===== config.mk =====
export PLATFORM = sky130hd
export DESIGN_NAME = glsk_back
export DESIGN_NICKNAME = d
export VERILOG_FILES = /design/src/design/green_lagrange_strain_kernel_core_macros.svh /design/src/design/glsk_pkg.sv /design/src/design/glsk_back.sv
export SDC_FILE = /design/constraint.sdc
export NUM_CORES = 2
export LEC_CHECK = 0
export ABC_AREA = 1
export ABC_CLOCK_PERIOD_IN_PS = 11700
export BUFFER_PORTS_ARGS = -buffer_cell sky130_fd_sc_hd__buf_4
export CAP_MARGIN = 15
export CORE_AREA = 2 2 590 592
export CTS_CLUSTER_DIAMETER = 60
export DETAILED_ROUTE_END_ITERATION = 16
export DIE_AREA = 0 0 592 594
export HOLD_SLACK_MARGIN = 0.15
export PLACE_DENSITY = 0.3
export SYNTH_ARGS = -nofsm -noshare
export SYNTH_HDL_FRONTEND = slang
export SYNTH_SLANG_ARGS = --single-unit

===== constraint.sdc =====
create_clock -name i_clk -period 11.7 [get_ports i_clk]
set_input_delay 1.17 -clock i_clk [delete_from_list [all_inputs] [get_ports i_clk]]
set_output_delay 1.17 -clock i_clk [all_outputs]
set_load 0.02 [all_outputs]

===== src/design/green_lagrange_strain_kernel_core_macros.svh =====
// Assertion macros for the Green-Lagrange strain kernel.
// Used by the top level only; needs nothing else.
`ifndef GREEN_LAGRANGE_STRAIN_KERNEL_CORE_MACROS_SVH
`define GREEN_LAGRANGE_STRAIN_KERNEL_CORE_MACROS_SVH

// Same-cycle implication, off during reset.
`define GLSK_ASSERT_IMPL(label, clk, rst_n, ante, cons) \
    label: assert property (@(posedge clk) disable iff (!rst_n) (ante) |-> (cons)) \
        else $error("glsk: implication check failed");

// Next-cycle implication, off during reset.
`define GLSK_ASSERT_NEXT(label, clk, rst_n, ante, cons) \
    label: assert property (@(posedge clk) disable iff (!rst_n) (ante) |=> (cons)) \
        else $error("glsk: next-cycle check failed");

`endif


===== src/design/glsk_pkg.sv =====
// Shared types, widths and helpers for the Green-Lagrange strain kernel.
// No dependencies.
package glsk_pkg;

    localparam int IN_W  = 32;
    localparam int OUT_W = 48;
    localparam int FW    = 33;   // F entry: Q7.24 plus identity
    localparam int PW    = 66;   // product of two F entries
    localparam int CW    = 68;   // sum of three products
    localparam int HW    = 65;   // high partial of a det term
    localparam int DW    = 104;  // det accumulation width
    localparam int ADDR_W = 3;

    localparam logic DIM_MODE_RESET = 1'b1;

    localparam logic signed [FW-1:0] Q_ONE = FW'(34'sd16777216);

    localparam logic signed [DW-1:0] SAT_HI = {{(DW-OUT_W+1){1'b0}}, {(OUT_W-1){1'b1}}};
    localparam logic signed [DW-1:0] SAT_LO = {{(DW-OUT_W+1){1'b1}}, {(OUT_W-1){1'b0}}};

    typedef struct packed {
        logic signed [IN_W-1:0] du_dx;
        logic signed [IN_W-1:0] dv_dy;
        logic signed [IN_W-1:0] dw_dz;
        logic signed [IN_W-1:0] du_dy;
        logic signed [IN_W-1:0] dv_dx;
        logic signed [IN_W-1:0] dv_dz;
        logic signed [IN_W-1:0] dw_dy;
        logic signed [IN_W-1:0] dw_dx;
        logic signed [IN_W-1:0] du_dz;
    } t_in;

    typedef struct packed {
        logic signed [OUT_W-1:0] strain_xx;
        logic signed [OUT_W-1:0] strain_yy;
        logic signed [OUT_W-1:0] strain_zz;
        logic signed [OUT_W-1:0] shear_xy;
        logic signed [OUT_W-1:0] shear_yz;
        logic signed [OUT_W-1:0] shear_xz;
        logic signed [OUT_W-1:0] volume_ratio;
        logic                    inverted;
    } t_out;

    typedef logic signed [FW-1:0] t_fval;
    typedef t_fval [8:0] t_fmat;    // row-major F
    typedef logic signed [CW-1:0] t_cval;
    typedef t_cval [5:0] t_cvec;    // C00 C11 C22 C01 C12 C02
    typedef logic signed [HW-1:0] t_hval;
    typedef t_hval [5:0] t_hvec;
    typedef logic signed [PW-1:0] t_lval;
    typedef t_lval [5:0] t_lvec;

    // Clamp a shifted value to the signed 48-bit range.
    function automatic logic signed [OUT_W-1:0] sat48(input logic signed [DW-1:0] x);
        logic signed [OUT_W-1:0] r;
        if (x > SAT_HI) begin
            r = SAT_HI[OUT_W-1:0];
        end else if (x < SAT_LO) begin
            r = SAT_LO[OUT_W-1:0];
        end else begin
            r = x[OUT_W-1:0];
        end
        return r;
    endfunction

endpackage


===== src/design/glsk_back.sv =====
// Output stages: det accumulation, rounding to Q23.24 and saturation.
// Depends on glsk_pkg.
module glsk_back (
    input  logic            i_clk,
    input  logic            i_rst_n,
    input  logic            i_valid,
    input  glsk_pkg::t_cvec i_c,
    input  glsk_pkg::t_hvec i_dh,
    input  glsk_pkg::t_lvec i_dl,
    output logic            o_valid,
    output glsk_pkg::t_out  o_result
);

    localparam int DW = glsk_pkg::DW;
    localparam logic signed [DW-1:0] ONE48  = DW'(1) <<< 48;
    localparam logic signed [DW-1:0] HALF24 = DW'(1) <<< 24;
    localparam logic signed [DW-1:0] HALF23 = DW'(1) <<< 23;
    localparam logic signed [DW-1:0] HALF47 = DW'(1) <<< 47;

    logic                    r_valid_c;
    logic                    r_valid_d;
    logic signed [DW-1:0]    r_det;
    glsk_pkg::t_out          r_part;
    glsk_pkg::t_out          r_result;
    logic signed [DW-1:0]    n_det;
    logic signed [DW-1:0]    n_term [6];
    glsk_pkg::t_out          n_part;
    glsk_pkg::t_out          n_result;

    always_comb begin
        for (int t = 0; t < 6; t++) begin
            n_term[t] = (DW'(i_dh[t]) <<< 32) + DW'(i_dl[t]);
        end
        n_det = n_term[0] - n_term[1] - n_term[2] + n_term[3] + n_term[4] - n_term[5];
    end

    always_comb begin
        n_part = '0;
        n_part.strain_xx = glsk_pkg::sat48((DW'(i_c[0]) - ONE48 + HALF24) >>> 25);
        n_part.strain_yy = glsk_pkg::sat48((DW'(i_c[1]) - ONE48 + HALF24) >>> 25);
        n_part.strain_zz = glsk_pkg::sat48((DW'(i_c[2]) - ONE48 + HALF24) >>> 25);
        n_part.shear_xy  = glsk_pkg::sat48((DW'(i_c[3]) + HALF23) >>> 24);
        n_part.shear_yz  = glsk_pkg::sat48((DW'(i_c[4]) + HALF23) >>> 24);
        n_part.shear_xz  = glsk_pkg::sat48((DW'(i_c[5]) + HALF23) >>> 24);
    end

    always_comb begin
        n_result              = r_part;
        n_result.volume_ratio = glsk_pkg::sat48((r_det + HALF47) >>> 48);
        n_result.inverted     = r_det[DW-1] || (r_det == '0);
    end

    always_ff @(posedge i_clk) begin
        if (!i_rst_n) begin
            r_valid_c <= 1'b0;
            r_valid_d <= 1'b0;
        end else begin
            r_valid_c <= i_valid;
            r_valid_d <= r_valid_c;
        end
    end

    always_ff @(posedge i_clk) begin
        r_det    <= n_det;
        r_part   <= n_part;
        r_result <= n_result;
    end

    assign o_valid  = r_valid_d;
    assign o_result = r_result;

endmodule

==> results.json <==
{
  "cp-start-kind": "input port",
  "cts_buffers": 93,
  "insertion_delay_ns": 0.71,
  "fmax_mhz": 146,
  "cts_setup_buffers": 0,
  "worstMarginPinSlew_ns": 0.913,
  "finalHoldViolCount": 0,
  "cp-startpoint": "i_dl[197]",
  "crit_family": "adder cells",
  "initial_core_util_pct": 15.1,
  "cts_tree": "done",
  "setup_violations": 0,
  "syn_inst": 6359,
  "ys.flop_type": "dfxtp_1",
  "cts_sinks": 706,
  "die_x_um": 592,
  "hpwl_um": 273000,
  "yosysWarnings": 0,
  "arrival_ns": 7.33,
  "worst-endpoint-required_ns": 12.20,
  "synth-edff-count": 0,
  "crit_cells": 20,
  "htree_levels": 3,
  "post_cts_resized": 0,
  "relSlewSlack_pct": 38.6,
  "chipHeight_um": 594,
  "rows": 216,
  "synth_nets": 8479,
  "grtUsageTotal_pct": 16.4,
  "criticalPathCategory": "in2reg",
  "crit_path_end_kind": "flip-flop",
  "path_max_fanout": 15,
  "fin_nets": 9945,
  "grt_pass1_wl_um": 401000,
  "syn-cell-area_um2": 52300,
  "async_flop_share_pct": 0,
  "yosysUniqueCellTypes": 42,
  "crit_path_top_delay_cell": "fa_2",
  "fin_crit_ns": 6.83,
  "grt_max_degree": 48,
  "dieArea_um2": 352000,
  "hold_buffers": 0,
  "drive_above_1_share_pct": 20.3,
  "grt_overflow_total": 0,
  "drc_errors": 0,
  "areaGrowthSynthToFinish_pct": 37.0,
  "antenna_found_initial": 87,
  "layout_worst_path_cycle_share_pct": 58.4,
  "io_buffers": 1393,
  "rsz0062_at_grt": "no",
  "worstPathCellList": "buf_4, inv_1, fa_2, buf_4, fa_1, fa_1, fa_1, inv_1, fa_1, inv_1, ha_1, a21oi_1, o21ai_0, nand2_1, nand2_1, a21oi_1, a21boi_0, nand3_1, nand2_1, nand2_1",
  "ys_seq_area_share_pct": 27.0,
  "wirelength_um": 293000,
  "first_iter_violations": 2002,
  "ff2ff_path_depth": 14,
  "min_path_type": "reg2reg",
  "max_stage_delay_ns": 0.98,
  "vias_per_cell": 3.66,
  "ioPinCount": 1535,
  "worstSetupEndpoint": "r_det[87]$_DFF_P_",
  "syn_area_per_cell_um2": 8.22,
  "whs_ns": 0.275,
  "rr_startpoint": "r_det[63]$_DFF_P_",
  "fp.coreArea_um2": 345000,
  "wl_per_cell_um": 23.4,
  "post-route-util_pct": 20.8,
  "vias": 45800,
  "finalSetupTns_ns": 0,
  "r2r_end": "o_result[4]$_SDFF_PN1_",
  "grt_pass1_vias": 51300,
  "fin_skew_ns": 0.0703,
  "finalMaxSlewViolations": 0,
  "r2r_setup_slack_ns": 8.50,
  "path_buf_inv": 5,
  "clk_pin_slew_worst_paths_ns": 0.06,
  "place_congestion": 0.961,
  "cap_violations": 0,
  "clk_path_buf_depth": 3,
  "status": "finished clean",
  "drt_pass1_iterations": 5,
  "synth-seq-cells": 706,
  "ant_nets": 0,
  "ctsRootBufferMaster": "clkbuf_16"
}
-- metal layers --
metal  global-route usage (%)  share of wire, %  vias up
li1                         -                 -    21800
met3                     4.53               7.1      273
met5                        0              0.17        -
met4                     3.91               2.2       76
met1                     17.5                37    22300
met2                     31.3                53     1432
-- Yosys cell counts (6+ instances only) --
master,number,share of area (%)
xor2_1,269,4.5
buf_4,12,0.17
xnor2_1,77,1.3
nor3_1,116,1.1
nand2_1,1102,7.9
clkbuf_1,6,0.043
o21ai_0,155,1.5
inv_1,1741,12
a21oi_1,198,1.9
nand3b_1,10,0.14
nor2_1,601,4.3
ha_1,203,4.9
nor2_4,6,0.13
nor3_2,6,0.11
nand4_1,97,1.2
nand3_1,182,1.7
nor2_2,10,0.12
nand2_2,10,0.12
nor4_1,80,0.96
o21bai_1,8,0.11
fa_1,720,28
dfxtp_1,706,27
buf_6,7,0.15
-- kinds of logic after synthesis --
| kind of cell | count (synthesis) | synth area share [%] |
|---|---|---|
| and+or+nand+nor | 2237 | 18.1 |
| buffers and inverters | 1772 | 12.9 |
| adders and majority gates | 923 | 32.4 |
| DFF | 706 | 27.0 |
| AOI/OAI and AO/OA | 375 | 3.69 |
| xor gates and xnor gates | 346 | 5.80 |
-- registers in the layout, indices dropped and copies added, names as in the netlist --
signal / flops
r_det: 103
o_result: 325
o_valid: 1
r_valid_c: 1
n_result: 276
-- layout by cell type, fill, tap and decap left out, types with 13 or more instances in the layout --
cell,n
nand4_1,97
clkbuf_8,14
diode_2,41
nand3_1,182
xor2_1,269
xnor2_1,77
clkbuf_16,93
dfxtp_1,706
nor3_1,116
ha_1,203
clkbuf_1,13
nor2_1,601
buf_4,1399
fa_1,718
a21oi_1,198
nor4_1,79
nand2_1,1101
inv_1,1741
o21ai_0,155
-- area by class of cell --
class	instances	area, um^2
sequential	706	14100
fill	38900	273000
antenna	41	103
clock inverter	49	644
tap	4578	5730
clock buffer	120	2570
timing repair buffer	1399	10500
inverter	1744	6550
multi-input combinational	3881	31400
-- worst min-delay path by stage --
stage	start	endpoint	cells past startpoint
finish	n_result[116]$_SDFF_PN1_	o_result[116]$_DFF_P_	0
global route	n_result[133]$_SDFF_PN1_	o_result[133]$_DFF_P_	0
CTS	n_result[116]$_SDFF_PN1_	o_result[116]$_DFF_P_	0
detailed placement	n_result[111]$_SDFF_PN1_	o_result[111]$_DFF_P_	0
global placement	n_result[229]$_SDFF_PN1_	o_result[229]$_DFF_P_	0
floorplan	n_result[100]$_SDFF_PN1_	o_result[100]$_DFF_P_	0
-- metrics by stage --
step | instance area [um^2] | worst slack, ns | std cells
3_3_place_gp | 68300 | 4.04 | 12300
2_1_floorplan | 52300 | 4.37 | 6359
4_1_cts | 71500 | 4.89 | 12500
5_1_grt | 71500 | 4.64 | 12500
3_5_place_dp | 68300 | 4.10 | 12300
6_report | 71600 | 4.87 | 12500
Power is left out: the tool's default activity adds up to more than one toggle a clock period on the data nets, which glitch-free logic cannot reach.
