### config.mk
export PLATFORM = sky130hd
export DESIGN_NAME = glsk_front
export DESIGN_NICKNAME = d
export VERILOG_FILES = /design/src/design/green_lagrange_strain_kernel_core_macros.svh /design/src/design/glsk_pkg.sv /design/src/design/glsk_front.sv
export SDC_FILE = /design/constraint.sdc
export NUM_CORES = 1
export LEC_CHECK = 0
export ABC_CLOCK_PERIOD_IN_PS = 1140
export BUFFER_PORTS_ARGS = -buffer_cell sky130_fd_sc_hd__buf_2
export CAP_MARGIN = 10
export CORE_AREA = 2 2 232 234
export CTS_CLUSTER_DIAMETER = 40
export DETAILED_ROUTE_END_ITERATION = 8
export DIE_AREA = 0 0 234 236
export GPL_TIMING_DRIVEN = 0
export PLACE_DENSITY = 0.34
export REMOVE_ABC_BUFFERS = 1
export SLEW_MARGIN = 0
export SYNTH_ARGS = -nofsm -noshare
export SYNTH_HDL_FRONTEND = slang
export SYNTH_SLANG_ARGS = --single-unit
### constraint.sdc
create_clock -name i_clk -period 1.14 [get_ports i_clk]
set_input_delay 0.228 -clock i_clk [delete_from_list [all_inputs] [get_ports i_clk]]
set_output_delay 0.228 -clock i_clk [all_outputs]
set_load 0.02 [all_outputs]
### src/design/green_lagrange_strain_kernel_core_macros.svh
// Assertion macros for the Green-Lagrange strain kernel.
// Used by the top level only; needs nothing else.
`ifndef GREEN_LAGRANGE_STRAIN_KERNEL_CORE_MACROS_SVH
`define GREEN_LAGRANGE_STRAIN_KERNEL_CORE_MACROS_SVH

// Same-cycle implication, off during reset.
`define GLSK_ASSERT_IMPL(label, clk, rst_n, ante, cons) \
    label: assert property (@(posedge clk) disable iff (!rst_n) (ante) |-> (cons)) \
        else $error("glsk: implication check failed");

// Next-cycle implication, off during reset.
`define GLSK_ASSERT_NEXT(label, clk, rst_n, ante, cons) \
    label: assert property (@(posedge clk) disable iff (!rst_n) (ante) |=> (cons)) \
        else $error("glsk: next-cycle check failed");

`endif

### src/design/glsk_pkg.sv
// Shared types, widths and helpers for the Green-Lagrange strain kernel.
// No dependencies.
package glsk_pkg;

    localparam int IN_W  = 32;
    localparam int OUT_W = 48;
    localparam int FW    = 33;   // F entry: Q7.24 plus identity
    localparam int PW    = 66;   // product of two F entries
    localparam int CW    = 68;   // sum of three products
    localparam int HW    = 65;   // high partial of a det term
    localparam int DW    = 104;  // det accumulation width
    localparam int ADDR_W = 3;

    localparam logic DIM_MODE_RESET = 1'b1;

    localparam logic signed [FW-1:0] Q_ONE = FW'(34'sd16777216);

    localparam logic signed [DW-1:0] SAT_HI = {{(DW-OUT_W+1){1'b0}}, {(OUT_W-1){1'b1}}};
    localparam logic signed [DW-1:0] SAT_LO = {{(DW-OUT_W+1){1'b1}}, {(OUT_W-1){1'b0}}};

    typedef struct packed {
        logic signed [IN_W-1:0] du_dx;
        logic signed [IN_W-1:0] dv_dy;
        logic signed [IN_W-1:0] dw_dz;
        logic signed [IN_W-1:0] du_dy;
        logic signed [IN_W-1:0] dv_dx;
        logic signed [IN_W-1:0] dv_dz;
        logic signed [IN_W-1:0] dw_dy;
        logic signed [IN_W-1:0] dw_dx;
        logic signed [IN_W-1:0] du_dz;
    } t_in;

    typedef struct packed {
        logic signed [OUT_W-1:0] strain_xx;
        logic signed [OUT_W-1:0] strain_yy;
        logic signed [OUT_W-1:0] strain_zz;
        logic signed [OUT_W-1:0] shear_xy;
        logic signed [OUT_W-1:0] shear_yz;
        logic signed [OUT_W-1:0] shear_xz;
        logic signed [OUT_W-1:0] volume_ratio;
        logic                    inverted;
    } t_out;

    typedef logic signed [FW-1:0] t_fval;
    typedef t_fval [8:0] t_fmat;    // row-major F
    typedef logic signed [CW-1:0] t_cval;
    typedef t_cval [5:0] t_cvec;    // C00 C11 C22 C01 C12 C02
    typedef logic signed [HW-1:0] t_hval;
    typedef t_hval [5:0] t_hvec;
    typedef logic signed [PW-1:0] t_lval;
    typedef t_lval [5:0] t_lvec;

    // Clamp a shifted value to the signed 48-bit range.
    function automatic logic signed [OUT_W-1:0] sat48(input logic signed [DW-1:0] x);
        logic signed [OUT_W-1:0] r;
        if (x > SAT_HI) begin
            r = SAT_HI[OUT_W-1:0];
        end else if (x < SAT_LO) begin
            r = SAT_LO[OUT_W-1:0];
        end else begin
            r = x[OUT_W-1:0];
        end
        return r;
    endfunction

endpackage

### src/design/glsk_front.sv
// Input stage: builds F = I + grad u from one beat; in 2D mode the z-gradient terms are zeroed.
// Depends on glsk_pkg.
module glsk_front (
    input  logic            i_clk,
    input  logic            i_rst_n,
    input  logic            i_valid,
    input  logic            i_dim_mode,
    input  glsk_pkg::t_in   i_item,
    output logic            o_valid,
    output glsk_pkg::t_fmat o_f
);

    logic            r_valid;
    glsk_pkg::t_fmat r_f;
    glsk_pkg::t_fmat n_f;

    function automatic glsk_pkg::t_fval ext(input logic signed [glsk_pkg::IN_W-1:0] v,
                                            input logic use_it);
        glsk_pkg::t_fval r;
        r = use_it ? glsk_pkg::FW'(v) : '0;
        return r;
    endfunction

    always_comb begin
        n_f[0] = ext(i_item.du_dx, 1'b1) + glsk_pkg::Q_ONE;
        n_f[1] = ext(i_item.du_dy, 1'b1);
        n_f[2] = ext(i_item.du_dz, i_dim_mode);
        n_f[3] = ext(i_item.dv_dx, 1'b1);
        n_f[4] = ext(i_item.dv_dy, 1'b1) + glsk_pkg::Q_ONE;
        n_f[5] = ext(i_item.dv_dz, i_dim_mode);
        n_f[6] = ext(i_item.dw_dx, i_dim_mode);
        n_f[7] = ext(i_item.dw_dy, i_dim_mode);
        n_f[8] = ext(i_item.dw_dz, i_dim_mode) + glsk_pkg::Q_ONE;
    end

    always_ff @(posedge i_clk) begin
        if (!i_rst_n) begin
            r_valid <= 1'b0;
        end else begin
            r_valid <= i_valid;
        end
    end

    always_ff @(posedge i_clk) begin
        r_f <= n_f;
    end

    assign o_valid = r_valid;
    assign o_f     = r_f;

endmodule

==> flow_summary.yaml, run 1 <==
logic_synthesis:
  ys_seq_area_share_pct: 79.81
  syn-cell-area_um2: 7325
  synth_top_family_by_area: "simple AND/OR/NAND/NOR gates"
  synth_top_area_share_pct: 79.81
  synth_fa_ha_area_share_pct: 0.3416
  synth-xor-area-share_pct: 1.913
  synth_simple_gate_area_share_pct: 15.65
  synth_area_leader_cell: "dfxtp_1"
  synth_compound_area_share_pct: 0.5296
  synth.avg_cell_area_um2: 13.82
  muxShareOfSynthArea_pct: 0
  yosysUniqueCellTypes: 23
  synthTopCellsByArea: "dfxtp_1 80%, and2_1 13%, xnor2_1 1.2%"
  netlist_instances: 530
  ys_ff_latch: 292
  yosys_warnings: 0
grt:
  grt_pass1_wl_um: 45760
  grt_max_degree: 87
  grtUsageTotal_pct: 10.96
  grt_overflow: 0
  grt_pass1_vias: 8060
  grt_antenna_before_repair: 5
power:
  p_leak_nw: 8.327
  finalPower_w: 0.03341
  vdd_drop_max_v: 0.001078
  power.density_nw_per_um2: 1810
hold_path:
  min_from: "i_item[216]"
  hold_path_class: "input pin to flop"
worst_setup_path:
  start_kind: "flop"
  arrival_ps: 1070
  path_max_fanout: 2
  cp_top_family: "flip-flops"
  end_kind: "output pin"
  required_ps: 910
  startpoint: "o_f[262]"
  path_class: "flop to output pin"
  critPathSlowestCell: "dfxtp_4"
  cp_cell_sequence: "buf_6"
  crit_buf_inv: 1
  cpPeakStageDelay_ps: 350
timing:
  tightest_slew_ps: 551.8
  rsz0062_at_grt: "true"
  timing.final.crit_share_pct: 114.2
  drv_slew: 0
  relSlewSlack_pct: 63.22
  hold_viol: 0
  min_period_ps: 1302
  fin_ws_ps: -162.3
  finalSetupViolCount: 298
  max_freq_ghz: 0.7678
route:
  vias: 7280
  dr.pass1.iters: 4
  wirelength_um: 31730
  drt_first_iter_violations: 72
  drt-vias-per-instance: 3.303
  routedWlPerCell_um: 14.40
  antenna_left: 0
  drc: 0
clocking:
  cts.clk_slew.worst_paths_ps: 50
  cts.sink_count: 292
  cts_buffers: 59
  cts_tree: "built"
  htreeDepth: 2
  clockBufferDepth: 3
  cts-root-buf: "clkbuf_16"
floorplanning:
  die_height_um: 236
  die_x_um: 234
  core-area_um2: 53070
  rows: 85
  die_area_um2: 55220
  boundaryPins: 590
  start_util_pct: 13.80
finish:
  multi_input_area_um2: 1350
  area_growth_pct: 152.0
  final_common_cell: "buf_6"
  fin_nets: 1750
  seq_area_um2: 6213
  layout-drive-gt1-share_pct: 65.87
  fillers: 5200
  final_cell_mix: "299 x buf_6, 297 x dlygate4sd3_1, 291 x dfxtp_2"
  layout.cells.non_filler: 2204
place:
  io_buffers: 589
  dp_hpwl_um: 21580
  gp_congestion: 0.7480
  dp.cells: 1792
job:
  cap_violations: 0
outcome:
  violations: "setup timing"
  status: "finished with violations"
-- Yosys cell counts, drive strengths merged --
master / n
a21boi: 1
a31oi: 1
and2: 157
and3: 1
and4: 1
buf: 7
clkbuf: 17
dfxtp: 292
ha: 2
inv: 4
nand2: 8
nand3: 8
nand4: 3
nor2: 5
o211ai: 1
o21a: 1
o21ai: 2
or3: 1
or4b: 2
xnor2: 10
xor2: 6
-- timing repair --
action / 4_1_cts / 5_1_grt
pin swaps: 0 / 2
hold endpoints to repair: 291 / 1
hold buffers: 296 / 2
resized for setup: 887 / 7
endpoints found under the setup margin: 298 / 301
buffers inserted: 0 / 2
cloned: 0 / 0
-- logic make-up (layout without fill, tap and decap cells) --
logic type      Yosys count  in the layout
compound gates            6              6
fa+ha+maj                 2              2
xor+xnor                 16             16
buf+inv                  28           1004
other cells               0              2
flops                   292            292
simple gates            186            186
-- state kept, by name (all words and copies together), names as in the netlist --
register and flops:
o_f 291, o_valid 1
-- power breakdown --
part / internal (W) / leakage [nW] / switching, W
Combinational: 0.00225 / 4.80 / 0.00156
Clock: 0.0123 / 1.04 / 0.00616
Sequential: 0.0109 / 2.49 / 0.000269
-- per-stage QoR --
step / hold slack, ps / setup slack, ps / TNS (ps) / area (um2) / util, %
2_1_floorplan: 255.7 / 163.8 / 0 / 7211 / -
3_3_place_gp: 330.9 / -1853 / -241340 / 11030 / 20.78
3_5_place_dp: 331.7 / -561.2 / -14360 / 11060 / 20.85
4_1_cts: 3.836 / -232.6 / -50110 / 18420 / 34.70
5_1_grt: 23.57 / -228.1 / -50310 / 18460 / 34.78
6_report: 55.67 / -162.3 / -33140 / 18460 / 34.78
-- final cells by class --
type,instances,share of cell area (%)
antenna,2,0.02711
clock buffer,65,8.229
clock inverter,46,3.464
inverter,4,0.08134
multi-input combinational,210,7.314
sequential,292,33.66
tap,696,4.718
timing repair buffer,889,42.51
-- routing by layer --
metal / vias to the layer above / track usage (%) / routed length [um]
met5: - / 0 / 41
met4: 6 / 4.891 / 1185
met3: 87 / 4.678 / 3179
met2: 364 / 20.53 / 16610
met1: 3304 / 10.11 / 10720
li1: 3519 / - / -
-- worst paths after layout --
kind | slack, ps | cells past startpoint | end
max | -160 | 1 | o_f[262]
min | 60 | 3 | o_f[289]
Note: power is estimated with default switching activity, not from simulation.
==> run 2, diff against run 1 <==
==> constraint.sdc (replaced) <==
create_clock -name i_clk -period 1.14 [get_ports i_clk]
set_input_delay 0.228 -clock i_clk [delete_from_list [all_inputs] [get_ports i_clk]]
set_output_delay 0.228 -clock i_clk [all_outputs]
set_load 0.005 [all_outputs]
==> run 2 against run 1 <==
Compared with the run above: the flow still finishes with violations (setup timing); non-clock buffer count decreased by 2; total power decreased by 4.0%; worst setup slack improved by 15 ps; global-route usage decreased by 0.50 points; critical path depth unchanged; via count decreased by 1.3%; combinational power decreased by 30%; first-iteration DRC count increased by 5.6%; utilization decreased by 2.8 points; die area unchanged; clock power about the same; final area decreased by 8.0%; largest power group unchanged; highest routed layer unchanged.
==> flow_summary.yaml, run 2 (synthesis results as in run 1) <==
worst_setup_path:
  cp_top_family: "flip-flops"
  path_class: "flop to output pin"
  required_ps: 910
  arrival_ps: 1060
  startpoint: "o_f[262]"
  cpPeakStageDelay_ps: 350
  path_max_fanout: 2
  end_kind: "output pin"
  crit_buf_inv: 1
  cp_cell_sequence: "buf_6"
  start_kind: "flop"
  critPathSlowestCell: "dfxtp_4"
timing:
  fin_ws_ps: -147.1
  setup_tns_ps: -27330
  holdWs_ps: 37.54
  finalSetupViolCount: 298
  hold_viol: 0
  max_freq_ghz: 0.7769
  drv_slew: 0
  min_period_ps: 1287
  rsz0062_at_grt: "true"
  tightest_slew_ps: 522.9
  relSlewSlack_pct: 65.14
  timing.final.crit_share_pct: 112.9
power:
  switching_share_pct: 22.44
  pwr-share-clk_pct: 57.3
  combinationalPowerShare_pct: 8.3
  p_sw_w: 0.007201
  power.density_nw_per_um2: 1890
  vdd_drop_max_v: 0.001082
  p_leak_nw: 7.979
  intPower_w: 0.02489
  power_frac_seq_pct: 34.3
  finalPower_w: 0.03209
route:
  wirelength_um: 30670
  drt_first_iter_violations: 76
  met2_length_um: 15800
  drt-vias-per-instance: 3.263
  routedWlPerCell_um: 13.92
  vias: 7188
  dr.pass1.iters: 4
  antenna_left: 0
  dr_wl_met3_um: 3141
  drc: 0
  drt-met1-wl_um: 10430
  top_layer_used: "met5"
finish:
  layout-drive-gt1-share_pct: 54.19
  fillers: 5416
  final_common_cell: "buf_2"
  fin_nets: 1748
  largest_reg_flops: 291
  area_growth_pct: 131.8
  final_cell_mix: "485 x buf_2, 291 x dlygate4sd3_1, 179 x dfxtp_1"
  layout.cells.non_filler: 2203
floorplanning:
  die_area_um2: 55220
  core-area_um2: 53070
  boundaryPins: 590
  rows: 85
  die_x_um: 234
  die_height_um: 236
  start_util_pct: 13.80
clocking:
  cts.sink_count: 292
  cts_buffers: 59
  cts_tree: "built"
  clockBufferDepth: 3
  htreeDepth: 2
  cts.clk_slew.worst_paths_ps: 50
  cts-root-buf: "clkbuf_16"
place:
  dp.cells: 1792
  gp_congestion: 0.7480
  dp_slack_ps: -561.2
  io_buffers: 589
  dp_hpwl_um: 21580
grt:
  grt_max_degree: 87
  grt_pass1_wl_um: 43700
  grtUsageTotal_pct: 10.45
  grt_overflow: 0
  grt_pass1_vias: 7713
  grt_antenna_before_repair: 6
outcome:
  status: "finished with violations"
  violations: "setup timing"
hold_path:
  hold_path_class: "input pin to flop"
  min_from: "i_item[283]"
  worstHoldEndpoint: "o_f[27]"
  hold_depth: 3
job:
  cap_violations: 0
run 2: repair_timing:
action,4_1_cts,5_1_grt
hold buffers,293,0
setup buffers,0,4
setup endpoints to repair,298,300
pin swaps,0,1
resized for setup,98,140
endpoints found under the hold margin,291,0
run 2: final cells by class:
type                    instances  area, um2  share of cell area, %
clock inverters                46      639.4                  3.765
diodes                          3      7.507                0.04421
multi-input cells             210       1350                  7.950
repair buffers                887       6590                  38.81
clock buffers                  65       1519                  8.945
flip-flops and latches        292       5989                  35.27
inverters                       4      15.01                0.08842
well taps                     696      870.8                  5.128
run 2: routing by layer:
| metal | up-vias | global-route usage [%] |
|---|---|---|
| met5 | - | 0 |
| met4 | 6 | 5.159 |
| met3 | 89 | 4.400 |
| met2 | 366 | 19.23 |
| met1 | 3215 | 9.793 |
| li1 | 3512 | - |
run 2: worst max path at each step:
stage / end / slack (ps) / cells past startpoint
after global placement: o_f[295] / -1850 / 3
after CTS: o_f[262] / -220 / 1
after floorplan: o_f[295] / 160 / 3
after global routing: o_f[262] / -210 / 1
final: o_f[262] / -150 / 1
after detailed placement: o_f[295] / -560 / 4
run 2: power groups by stage:
stage	logic (W)	registers, W	clock network (W)
after detailed placement	0.00165	0.0111	0
final	0.00267	0.0110	0.0184
after global routing	0.00292	0.0111	0.0195
after global placement	0.00165	0.0111	0
after CTS	0.00258	0.0110	0.0190
after floorplan	0.000246	0.0112	0
run 2: through the flow:
stage	instance area (um2)	utilization (%)
after floorplan	7211	-
after global placement	11030	20.78
after detailed placement	11060	20.85
after CTS	16440	30.98
after global routing	16980	31.99
final	16980	32.00
